--- src/design/assert_macros.svh ---
// assertion macros used by the sequencer module of the scanner
`ifndef ASSERT_MACROS_SVH
`define ASSERT_MACROS_SVH

`ifndef ASSERT_OFF

// property must hold at every clock edge outside reset
`define LMRS_ASSERT(label, prop) \
   label: assert property (@(posedge clock) disable iff (reset) (prop)) \
      else $error("lmrs assertion failed");

// expression must never be true outside reset
`define LMRS_ASSERT_NEVER(label, expr) \
   label: assert property (@(posedge clock) disable iff (reset) !(expr)) \
      else $error("lmrs forbidden condition seen");

`else

`define LMRS_ASSERT(label, prop)
`define LMRS_ASSERT_NEVER(label, expr)

`endif

`endif

--- src/design/lmrs_pkg.sv ---
// shared types, constants and helpers of the led matrix refresh scanner
package lmrs_pkg;

   localparam int COLUMNS   = 16;
   localparam int BLOCKS    = 8;
   localparam int PAT_DEPTH = COLUMNS * BLOCKS;
   localparam int PAT_AW    = (PAT_DEPTH > 1) ? $clog2(PAT_DEPTH) : 1;
   localparam int COL_W     = (COLUMNS > 1) ? $clog2(COLUMNS) : 1;
   localparam int BLK_W     = (BLOCKS > 1) ? $clog2(BLOCKS) : 1;
   localparam int Q_DEPTH   = 4;
   localparam int Q_AW      = $clog2(Q_DEPTH);

   localparam int CMD_W  = 2;
   localparam int ADDR_W = 7;
   localparam int DATA_W = 8;
   localparam int KIND_W = 3;

   localparam logic [KIND_W-1:0] KIND_OFF   = 3'd0;
   localparam logic [KIND_W-1:0] KIND_SHIFT = 3'd1;
   localparam logic [KIND_W-1:0] KIND_LATCH = 3'd2;
   localparam logic [KIND_W-1:0] KIND_ON    = 3'd3;
   localparam logic [KIND_W-1:0] KIND_DELAY = 3'd4;

   typedef enum logic [CMD_W-1:0] {
      OP_TICK  = 2'd0,
      OP_DELAY = 2'd1,
      OP_PAT   = 2'd2,
      OP_CODE  = 2'd3
   } op_type;

   typedef struct packed {
      op_type              op;
      logic [ADDR_W-1:0]   addr;
      logic [DATA_W-1:0]   data;
   } entry_type;

   typedef struct packed {
      logic      push;
      entry_type entry;
   } push_type;

   typedef struct packed {
      logic      valid;
      entry_type entry;
   } head_type;

   // pattern store index of one block at one column
   function automatic logic [PAT_AW-1:0] pat_index(input logic [BLK_W-1:0] blk,
                                                   input logic [COL_W-1:0] col);
      return PAT_AW'(int'(blk) * COLUMNS + int'(col));
   endfunction

endpackage

--- src/design/lmrs_ram.sv ---
// generic single write port ram with registered read
module lmrs_ram #(
   parameter int WIDTH = 8,
   parameter int DEPTH = 128,
   parameter int AW    = (DEPTH > 1) ? $clog2(DEPTH) : 1
) (
   input  logic             clock,
   input  logic             wr_en,
   input  logic [AW-1:0]    wr_addr,
   input  logic [WIDTH-1:0] wr_data,
   input  logic [AW-1:0]    rd_addr,
   output logic [WIDTH-1:0] rd_data
);

   logic [WIDTH-1:0] mem_ff [DEPTH];
   logic [WIDTH-1:0] rd_data_ff;

   always_ff @(posedge clock) begin
      if (wr_en) begin
         mem_ff[wr_addr] <= wr_data;
      end
      rd_data_ff <= mem_ff[rd_addr];
   end

   assign rd_data = rd_data_ff;

endmodule

--- src/design/lmrs_front.sv ---
// request decode and filtering of out-of-range writes ahead of the queue
module lmrs_front (
   input  logic                       req_valid,
   output logic                       req_stall,
   input  logic [lmrs_pkg::CMD_W-1:0]  req_command,
   input  logic [lmrs_pkg::ADDR_W-1:0] req_address,
   input  logic [lmrs_pkg::DATA_W-1:0] req_data,
   input  logic                       q_full,
   output lmrs_pkg::push_type         push
);

   lmrs_pkg::op_type op;
   logic             keep;

   always_comb begin
      op   = lmrs_pkg::op_type'(req_command);
      keep = 1'b1;
      unique case (op)
         lmrs_pkg::OP_PAT:  keep = int'(req_address) < lmrs_pkg::PAT_DEPTH;
         lmrs_pkg::OP_CODE: keep = int'(req_address) < lmrs_pkg::COLUMNS;
         default:           keep = 1'b1;
      endcase
   end

   assign req_stall        = q_full;
   assign push.push        = req_valid && !q_full && keep;
   assign push.entry.op    = op;
   assign push.entry.addr  = req_address;
   assign push.entry.data  = req_data;

endmodule

--- src/design/lmrs_queue.sv ---
// short request queue between the decode front and the sequencer
module lmrs_queue (
   input  logic                clock,
   input  logic                reset,
   input  lmrs_pkg::push_type  push,
   input  logic                pop,
   output logic                full,
   output lmrs_pkg::head_type  head
);

   lmrs_pkg::entry_type          slot_ff [lmrs_pkg::Q_DEPTH];
   logic [lmrs_pkg::Q_AW-1:0]    wr_ptr_ff, wr_ptr_in;
   logic [lmrs_pkg::Q_AW-1:0]    rd_ptr_ff, rd_ptr_in;
   logic [lmrs_pkg::Q_AW:0]      count_ff, count_in;
   logic                         do_push, do_pop;

   assign full    = count_ff == (lmrs_pkg::Q_AW + 1)'(lmrs_pkg::Q_DEPTH);
   assign do_push = push.push && !full;
   assign do_pop  = pop && (count_ff != '0);

   always_comb begin
      wr_ptr_in = do_push ? wr_ptr_ff + 1'b1 : wr_ptr_ff;
      rd_ptr_in = do_pop ? rd_ptr_ff + 1'b1 : rd_ptr_ff;
      count_in  = count_ff;
      if (do_push && !do_pop) begin
         count_in = count_ff + 1'b1;
      end else if (do_pop && !do_push) begin
         count_in = count_ff - 1'b1;
      end
   end

   always_ff @(posedge clock) begin
      if (reset) begin
         wr_ptr_ff <= '0;
         rd_ptr_ff <= '0;
         count_ff  <= '0;
      end else begin
         wr_ptr_ff <= wr_ptr_in;
         rd_ptr_ff <= rd_ptr_in;
         count_ff  <= count_in;
      end
   end

   always_ff @(posedge clock) begin
      if (do_push) begin
         slot_ff[wr_ptr_ff] <= push.entry;
      end
   end

   assign head.valid = count_ff != '0;
   assign head.entry = slot_ff[rd_ptr_ff];

endmodule

--- src/design/lmrs_back.sv ---
// refresh sequencer: stores, column state and the result register
`include "assert_macros.svh"

module lmrs_back (
   input  logic                        clock,
   input  logic                        reset,
   input  lmrs_pkg::head_type          head,
   output logic                        pop,
   input  logic                        dimmer_enable,
   output logic                        rsp_valid,
   input  logic                        rsp_stall,
   output logic [lmrs_pkg::KIND_W-1:0]  rsp_kind,
   output logic [lmrs_pkg::DATA_W-1:0]  rsp_shift_byte,
   output logic                        rsp_last
);

   typedef enum logic [5:0] {
      ST_IDLE  = 6'b000001,
      ST_OFF   = 6'b000010,
      ST_SHIFT = 6'b000100,
      ST_CODE  = 6'b001000,
      ST_LATCH = 6'b010000,
      ST_FINAL = 6'b100000
   } state_type;

   state_type                        state_ff, state_in;
   logic [lmrs_pkg::BLK_W-1:0]       blk_ff, blk_in;
   logic [lmrs_pkg::COL_W-1:0]       col_ff, col_in;
   logic                             ready_ff, ready_in;
   logic                             dim_ff, dim_in;
   logic [lmrs_pkg::DATA_W-1:0]      code_ff [lmrs_pkg::COLUMNS];
   logic [lmrs_pkg::PAT_DEPTH-1:0]   pat_valid_ff;
   logic                             pv_ff;

   logic                             rsp_valid_ff, rsp_valid_in;
   logic [lmrs_pkg::KIND_W-1:0]      rsp_kind_ff;
   logic [lmrs_pkg::DATA_W-1:0]      rsp_byte_ff;
   logic                             rsp_last_ff;

   logic                             can_load, have, load;
   logic [lmrs_pkg::KIND_W-1:0]      res_kind;
   logic [lmrs_pkg::DATA_W-1:0]      res_byte;
   logic                             res_last;
   logic                             pat_we, code_we;
   logic [lmrs_pkg::PAT_AW-1:0]      rd_addr, wr_addr;
   logic [lmrs_pkg::DATA_W-1:0]      pat_data;

   assign can_load = !rsp_valid_ff || !rsp_stall;
   assign load     = have && can_load;
   assign wr_addr  = lmrs_pkg::PAT_AW'(head.entry.addr);

   always_comb begin
      state_in = state_ff;
      blk_in   = blk_ff;
      col_in   = col_ff;
      ready_in = ready_ff;
      dim_in   = dim_ff;
      pop      = 1'b0;
      have     = 1'b0;
      res_kind = lmrs_pkg::KIND_OFF;
      res_byte = '0;
      res_last = 1'b0;
      pat_we   = 1'b0;
      code_we  = 1'b0;
      rd_addr  = lmrs_pkg::pat_index(blk_ff, col_ff);
      unique case (state_ff)
         ST_IDLE: begin
            rd_addr = lmrs_pkg::pat_index('0, col_ff);
            if (head.valid) begin
               case (head.entry.op)
                  lmrs_pkg::OP_TICK: begin
                     pop = 1'b1;
                     if (ready_ff) begin
                        ready_in = 1'b0;
                        state_in = ST_OFF;
                     end
                  end
                  lmrs_pkg::OP_DELAY: begin
                     if (dim_ff) begin
                        have     = 1'b1;
                        res_kind = lmrs_pkg::KIND_ON;
                        res_last = 1'b1;
                        // hold the request until the result register takes it
                        if (can_load) begin
                           pop      = 1'b1;
                           dim_in   = 1'b0;
                           ready_in = 1'b1;
                        end
                     end else begin
                        pop = 1'b1;
                     end
                  end
                  lmrs_pkg::OP_PAT: begin
                     pop    = 1'b1;
                     pat_we = 1'b1;
                  end
                  default: begin
                     pop     = 1'b1;
                     code_we = 1'b1;
                  end
               endcase
            end
         end
         ST_OFF: begin
            have     = 1'b1;
            res_kind = lmrs_pkg::KIND_OFF;
            rd_addr  = lmrs_pkg::pat_index('0, col_ff);
            if (can_load) begin
               blk_in   = '0;
               state_in = ST_SHIFT;
            end
         end
         ST_SHIFT: begin
            have     = 1'b1;
            res_kind = lmrs_pkg::KIND_SHIFT;
            // never-written entries read as zero, inverted
            res_byte = pv_ff ? ~pat_data : '1;
            if (can_load) begin
               // fetch the next block so its byte is ready in the next cycle
               rd_addr = lmrs_pkg::pat_index(blk_ff + 1'b1, col_ff);
               if (blk_ff == lmrs_pkg::BLK_W'(lmrs_pkg::BLOCKS - 1)) begin
                  state_in = ST_CODE;
               end else begin
                  blk_in = blk_ff + 1'b1;
               end
            end
         end
         ST_CODE: begin
            have     = 1'b1;
            res_kind = lmrs_pkg::KIND_SHIFT;
            res_byte = code_ff[col_ff];
            if (can_load) begin
               if (col_ff == lmrs_pkg::COL_W'(lmrs_pkg::COLUMNS - 1)) begin
                  col_in = '0;
               end else begin
                  col_in = col_ff + 1'b1;
               end
               state_in = ST_LATCH;
            end
         end
         ST_LATCH: begin
            have     = 1'b1;
            res_kind = lmrs_pkg::KIND_LATCH;
            if (can_load) begin
               state_in = ST_FINAL;
            end
         end
         ST_FINAL: begin
            have     = 1'b1;
            res_last = 1'b1;
            res_kind = dimmer_enable ? lmrs_pkg::KIND_DELAY : lmrs_pkg::KIND_ON;
            if (can_load) begin
               if (dimmer_enable) begin
                  dim_in = 1'b1;
               end else begin
                  ready_in = 1'b1;
               end
               state_in = ST_IDLE;
            end
         end
         default: begin
            state_in = ST_IDLE;
         end
      endcase
   end

   always_comb begin
      if (load) begin
         rsp_valid_in = 1'b1;
      end else if (rsp_stall) begin
         rsp_valid_in = rsp_valid_ff;
      end else begin
         rsp_valid_in = 1'b0;
      end
   end

   always_ff @(posedge clock) begin
      if (reset) begin
         state_ff     <= ST_IDLE;
         blk_ff       <= '0;
         col_ff       <= '0;
         ready_ff     <= 1'b1;
         dim_ff       <= 1'b0;
         rsp_valid_ff <= 1'b0;
         pat_valid_ff <= '0;
      end else begin
         state_ff     <= state_in;
         blk_ff       <= blk_in;
         col_ff       <= col_in;
         ready_ff     <= ready_in;
         dim_ff       <= dim_in;
         rsp_valid_ff <= rsp_valid_in;
         if (pat_we) begin
            pat_valid_ff[wr_addr] <= 1'b1;
         end
      end
   end

   always_ff @(posedge clock) begin
      pv_ff <= pat_valid_ff[rd_addr];
      if (code_we) begin
         code_ff[lmrs_pkg::COL_W'(head.entry.addr)] <= head.entry.data;
      end
      if (load) begin
         rsp_kind_ff <= res_kind;
         rsp_byte_ff <= res_byte;
         rsp_last_ff <= res_last;
      end
   end

   lmrs_ram #(
      .WIDTH (lmrs_pkg::DATA_W),
      .DEPTH (lmrs_pkg::PAT_DEPTH)
   ) u_pattern (
      .clock   (clock),
      .wr_en   (pat_we),
      .wr_addr (wr_addr),
      .wr_data (head.entry.data),
      .rd_addr (rd_addr),
      .rd_data (pat_data)
   );

   assign rsp_valid      = rsp_valid_ff;
   assign rsp_kind       = rsp_kind_ff;
   assign rsp_shift_byte = rsp_byte_ff;
   assign rsp_last       = rsp_last_ff;

   `LMRS_ASSERT_NEVER(a_ready_and_waiting, ready_ff && dim_ff)
   `LMRS_ASSERT(a_busy_not_ready, (state_ff != ST_IDLE) |-> !ready_ff)
   `LMRS_ASSERT(a_last_ends_sequence, (load && res_last) |=> (state_ff == ST_IDLE))
   `LMRS_ASSERT(a_no_pop_mid_refresh, (state_ff != ST_IDLE) |-> !pop)

endmodule

--- src/design/led_matrix_refresh_scanner.sv ---
// top level of the column-multiplexed led matrix refresh scanner
// a tick's first result passes the queue, the state register and the result register
// a tick that starts a refresh gives BLOCKS+4 results, one result per cycle while rsp_stall
// is low; other requests are handled in the idle state without leaving it
// reset: queue and result register empty, pattern valid bits cleared at once, no sweep
// reset state: column zero, refresh ready, dimmer off and no delay pending
module led_matrix_refresh_scanner (
   input  logic                        clock,
   input  logic                        reset,
   input  logic                        req_valid,
   output logic                        req_stall,
   input  logic [lmrs_pkg::CMD_W-1:0]   req_command,
   input  logic [lmrs_pkg::ADDR_W-1:0]  req_address,
   input  logic [lmrs_pkg::DATA_W-1:0]  req_data,
   output logic                        rsp_valid,
   input  logic                        rsp_stall,
   output logic [lmrs_pkg::KIND_W-1:0]  rsp_kind,
   output logic [lmrs_pkg::DATA_W-1:0]  rsp_shift_byte,
   output logic                        rsp_last,
   input  logic                        csr_valid,
   output logic                        csr_ready,
   input  logic                        csr_data
);

   lmrs_pkg::push_type push;
   lmrs_pkg::head_type head;
   logic               q_full;
   logic               pop;
   logic               dimmer_ff, dimmer_in;

   assign csr_ready = 1'b1;
   assign dimmer_in = (csr_valid && csr_ready) ? csr_data : dimmer_ff;

   always_ff @(posedge clock) begin
      if (reset) begin
         dimmer_ff <= 1'b0;
      end else begin
         dimmer_ff <= dimmer_in;
      end
   end

   lmrs_front u_front (
      .req_valid   (req_valid),
      .req_stall   (req_stall),
      .req_command (req_command),
      .req_address (req_address),
      .req_data    (req_data),
      .q_full      (q_full),
      .push        (push)
   );

   lmrs_queue u_queue (
      .clock (clock),
      .reset (reset),
      .push  (push),
      .pop   (pop),
      .full  (q_full),
      .head  (head)
   );

   lmrs_back u_back (
      .clock          (clock),
      .reset          (reset),
      .head           (head),
      .pop            (pop),
      .dimmer_enable  (dimmer_ff),
      .rsp_valid      (rsp_valid),
      .rsp_stall      (rsp_stall),
      .rsp_kind       (rsp_kind),
      .rsp_shift_byte (rsp_shift_byte),
      .rsp_last       (rsp_last)
   );

endmodule

--- config.mk ---
export PLATFORM = sky130hd
export DESIGN_NAME = led_matrix_refresh_scanner
export DESIGN_NICKNAME = d
export VERILOG_FILES = /design/src/design/lmrs_pkg.sv /design/src/design/lmrs_ram.sv /design/src/design/lmrs_front.sv /design/src/design/lmrs_queue.sv /design/src/design/lmrs_back.sv /design/src/design/led_matrix_refresh_scanner.sv
export VERILOG_INCLUDE_DIRS = /design/src /design/src/design
export SDC_FILE = /design/constraint.sdc
export NUM_CORES = 2
export LEC_CHECK = 0
export BUFFER_PORTS_ARGS = -buffer_cell sky130_fd_sc_hd__buf_4
export CAP_MARGIN = 0
export CORE_MARGIN = 5
export CORE_UTILIZATION = 47
export DETAILED_ROUTE_END_ITERATION = 10
export SYNTH_ARGS = -nofsm -noshare
export SYNTH_HDL_FRONTEND = slang
export SYNTH_SLANG_ARGS = --single-unit
--- constraint.sdc ---
create_clock -name clock -period 5.1 [get_ports clock]
set_input_delay 0 -clock clock [delete_from_list [all_inputs] [get_ports clock]]
set_output_delay 0 -clock clock [all_outputs]
set_load 0.02 [all_outputs]
==> flow_summary.toml <==
[sta]
finalClockSkew_ns = 0.0212
fmax_ghz = 0.261
tightest_slew_ns = 1.27
fin_crit_ns = 3.84
rsz0062_at_grt = "false"
period_share_pct = 75.3
finalSetupViolCount = 0
slew_viol_final = 0
slew_headroom_pct = 15.0
fin_tns_setup_ns = 0
hold_viol_final = 0

[floorplan]
die-area_sq_um = 122000
initial_core_util_pct = 47.3
die_w_um = 349
core-area_sq_um = 114000
rows = 124
fp.dieH_um = 349
io_pins = 38

[power]
p_per_area_nw_per_um2 = 439
p_leak_uw = 0.0188
power.total_uw = 26900
irDropWorstVdd_mv = 0.327

[run]
max_cap_violations = 0

[clock_network]
cts.sinks = 1399
ctsLongestPathBuffers = 3
cts.repair.resized = 0
htreeDepth = 4
numCtsBuffers = 144
insertion_delay_ns = 0.73
clk_pin_slew_worst_paths_ns = 0.06
cts_tree = "yes"
cts_root_buf = "clkbuf_16"
cts_setup_buffers = 0

[critical_path]
path_cells = "buf_4 > mux4_2 > nor2b_1 > nand2_1 > nor2_1"
crit_slowest_cell = "nor2_1"
cp.buffers_inverters = 1
cp_max_fo = 16
end_kind = "flip-flop"
slowest_delay_ns = 0.83
r2r_slack_ns = 1.26
cp_num_cells = 5
crit_family = "simple AND/OR/NAND/NOR gates"
reg2reg_depth = 5
start_kind = "flip-flop"
worstPathArrival_ns = 4.19
required_ns = 5.45
worstSetupPathType = "flip-flop to flip-flop"

[routing]
wirelength_um = 129000
m1WireLength_um = 53800
drtIter0Drc = 2739
num_vias = 27177
drtAntennaViolNets = 0
wl_met2_um = 62700
met3RoutedLength_um = 9090
drt-wirelength-per-cell_um = 28.9
drtPass1Iterations = 5
highest_layer = "met5"
route.detailed.drc = 0
viasPerCell = 6.09

[placed_design]
port_buffers = 36
gp_congestion = 0.833
dp_hpwl_um = 77200

[global_route]
grt_max_degree = 102
grt_pass1_vias = 27959
grt_use_total_pct = 21.2
grt_pass1_wl_um = 191000
antenna_found_initial = 2
globalRoute.totalOverflow = 0

[worst_hold_path]
hold_depth = 2
hp-class = "input pin to flip-flop"

[logic_synthesis]
syn_nets = 2748
synth_edf_count = 1232
synth-async-reset-ratio_pct = 0
ys_ff_latch = 1399
synthDistinctLibCells = 59
syn-cell-area_sq_um = 54100
synth_warnings = 0
yosysSeqAreaShare_pct = 74.6
syn_avg_cell_area_sq_um = 19.9
syn-instance-count = 2716
ys.flop_type = "edfxtp_1"

[cells_and_area]
drive_gt1_share_pct = 27.2
syn2layout_area_growth_pct = 13.2
nets = 2859
layout_common_cells = "edfxtp_1 (1232), mux4_2 (337), nor2_1 (174), dfxtp_1 (162), clkbuf_16 (151)"
mostFrequentLayoutCell = "edfxtp_1"

[outcome]
outcome = "complete, no violations"
worst register-to-register path: stages, from the launching register on:
cell and delay [ns]:
dfxtp_1 0.34, buf_4 0.33, mux4_2 0.62, nor2b_1 0.78, nand2_1 0.55, nor2_1 0.84
Yosys cell counts (all sizes together) (2+ instances only):
master	instances	area [sq um]
a21o	8	60.1
inv	16	60.1
nand3	79	395
mux4	345	7770
nor3	6	30.0
a22oi	146	1100
nand4b	4	35.0
nand3b	5	37.5
or2	4	27.5
xor2	7	61.3
or4	3	30.0
nor4	4	31.3
a211oi	5	55.1
ha	8	100
dfxtp	167	3340
a21oi	14	70.1
nor2	176	661
a22o	36	315
and4	9	78.8
nor3b	2	15.0
buf	63	302
mux2i	7	70.1
nand4	2	12.5
edfxtp	1232	37000
o21ba	129	1290
nand2	70	263
nand2b	5	31.3
clkbuf	100	375
o211ai	3	22.5
o21a	3	22.5
nor2b	10	62.6
o21ai	18	90.1
and2	11	68.8
or3	4	25.0
cell families (layout without fill, tap and decap cells):
group / count (synthesis) / count (layout) / synth area share [%]
flip-flops: 1399 / 1399 / 74.6
AND/OR/NAND/NOR: 398 / 398 / 3.43
AO/OA/AOI/OAI: 370 / 370 / 5.73
multiplexers: 352 / 352 / 14.5
buffers and inverters: 179 / 407 / 1.36
adder cells (fa/ha/maj): 9 / 9 / 0.222
XOR/XNOR: 8 / 8 / 0.130
other: 1 / 5 / 0.00694
layer usage:
layer | vias to the layer above | GRT usage [%]
met2 | 1065 | 34.0
met4 | 2 | 6.23
li1 | 11405 | -
met3 | 229 | 3.94
met5 | - | 0
met1 | 14476 | 30.2
per-stage QoR:
step                worst slack, ns  hold WS [ns]  cell area (sq um)  std cells  utilization (%)
finish                         1.26        0.0424              61200       4460             53.5
CTS                            1.13       0.00111              61200       4456             53.5
detailed placement             1.14         0.206              56200       4158             49.1
global route                   1.05        0.0197              61200       4456             53.5
global placement               1.24         0.199              56100       4157             49.1
floorplan                      2.17        0.0989              54100       2716                -
cell type report:
| cell class | count | area, sq um |
|---|---|---|
| Clock buffer | 198 | 4060 |
| Multi-Input combinational cell | 1138 | 13100 |
| Fill cell | 8728 | 53200 |
| Sequential cell | 1399 | 40400 |
| Antenna cell | 4 | 10.0 |
| Timing Repair Buffer | 128 | 1140 |
| Tap cell | 1512 | 1890 |
| Clock inverter | 65 | 602 |
| Inverter | 16 | 60.1 |
path summary, 6_finish.rpt:
path                           start                              to
min                   req_address[0]           u_queue.slot_ff[1][8]
max                        flip-flop  u_back.u_pattern.mem_ff[13][0]
min reg2reg  u_back.pat_valid_ff[70]         u_back.pat_valid_ff[70]
max reg2reg                flip-flop  u_back.u_pattern.mem_ff[13][0]
state kept, by name, indices dropped and copies added (netlist names), named ones only:
name,flops
dimmer_ff,1
u_back.blk_ff,3
u_back.code_ff,128
u_back.col_ff,4
u_back.dim_ff,1
u_back.pat_valid_ff,128
u_back.pv_ff,1
u_back.ready_ff,1
u_back.rsp_kind,3
u_back.rsp_last,1
u_back.rsp_shift_byte,8
u_back.rsp_valid,1
u_back.state_ff,6
u_back.u_pattern.mem_ff,1024
u_back.u_pattern.rd_data,8
u_queue.count_ff,3
u_queue.rd_ptr_ff,2
u_queue.slot_ff,68
u_queue.wr_ptr_ff,2
where the power goes:
part,internal [uW],switching [uW]
sequential,13900,68.4
combinational,433,2200
clock,6070,4250
timing repair:
action / CTS / global route
hold buffers: 35 / 0
setup endpoints to repair: 0 / 0
endpoints found under the hold margin: 139 / 0
(Power assumes the default switching activity.)
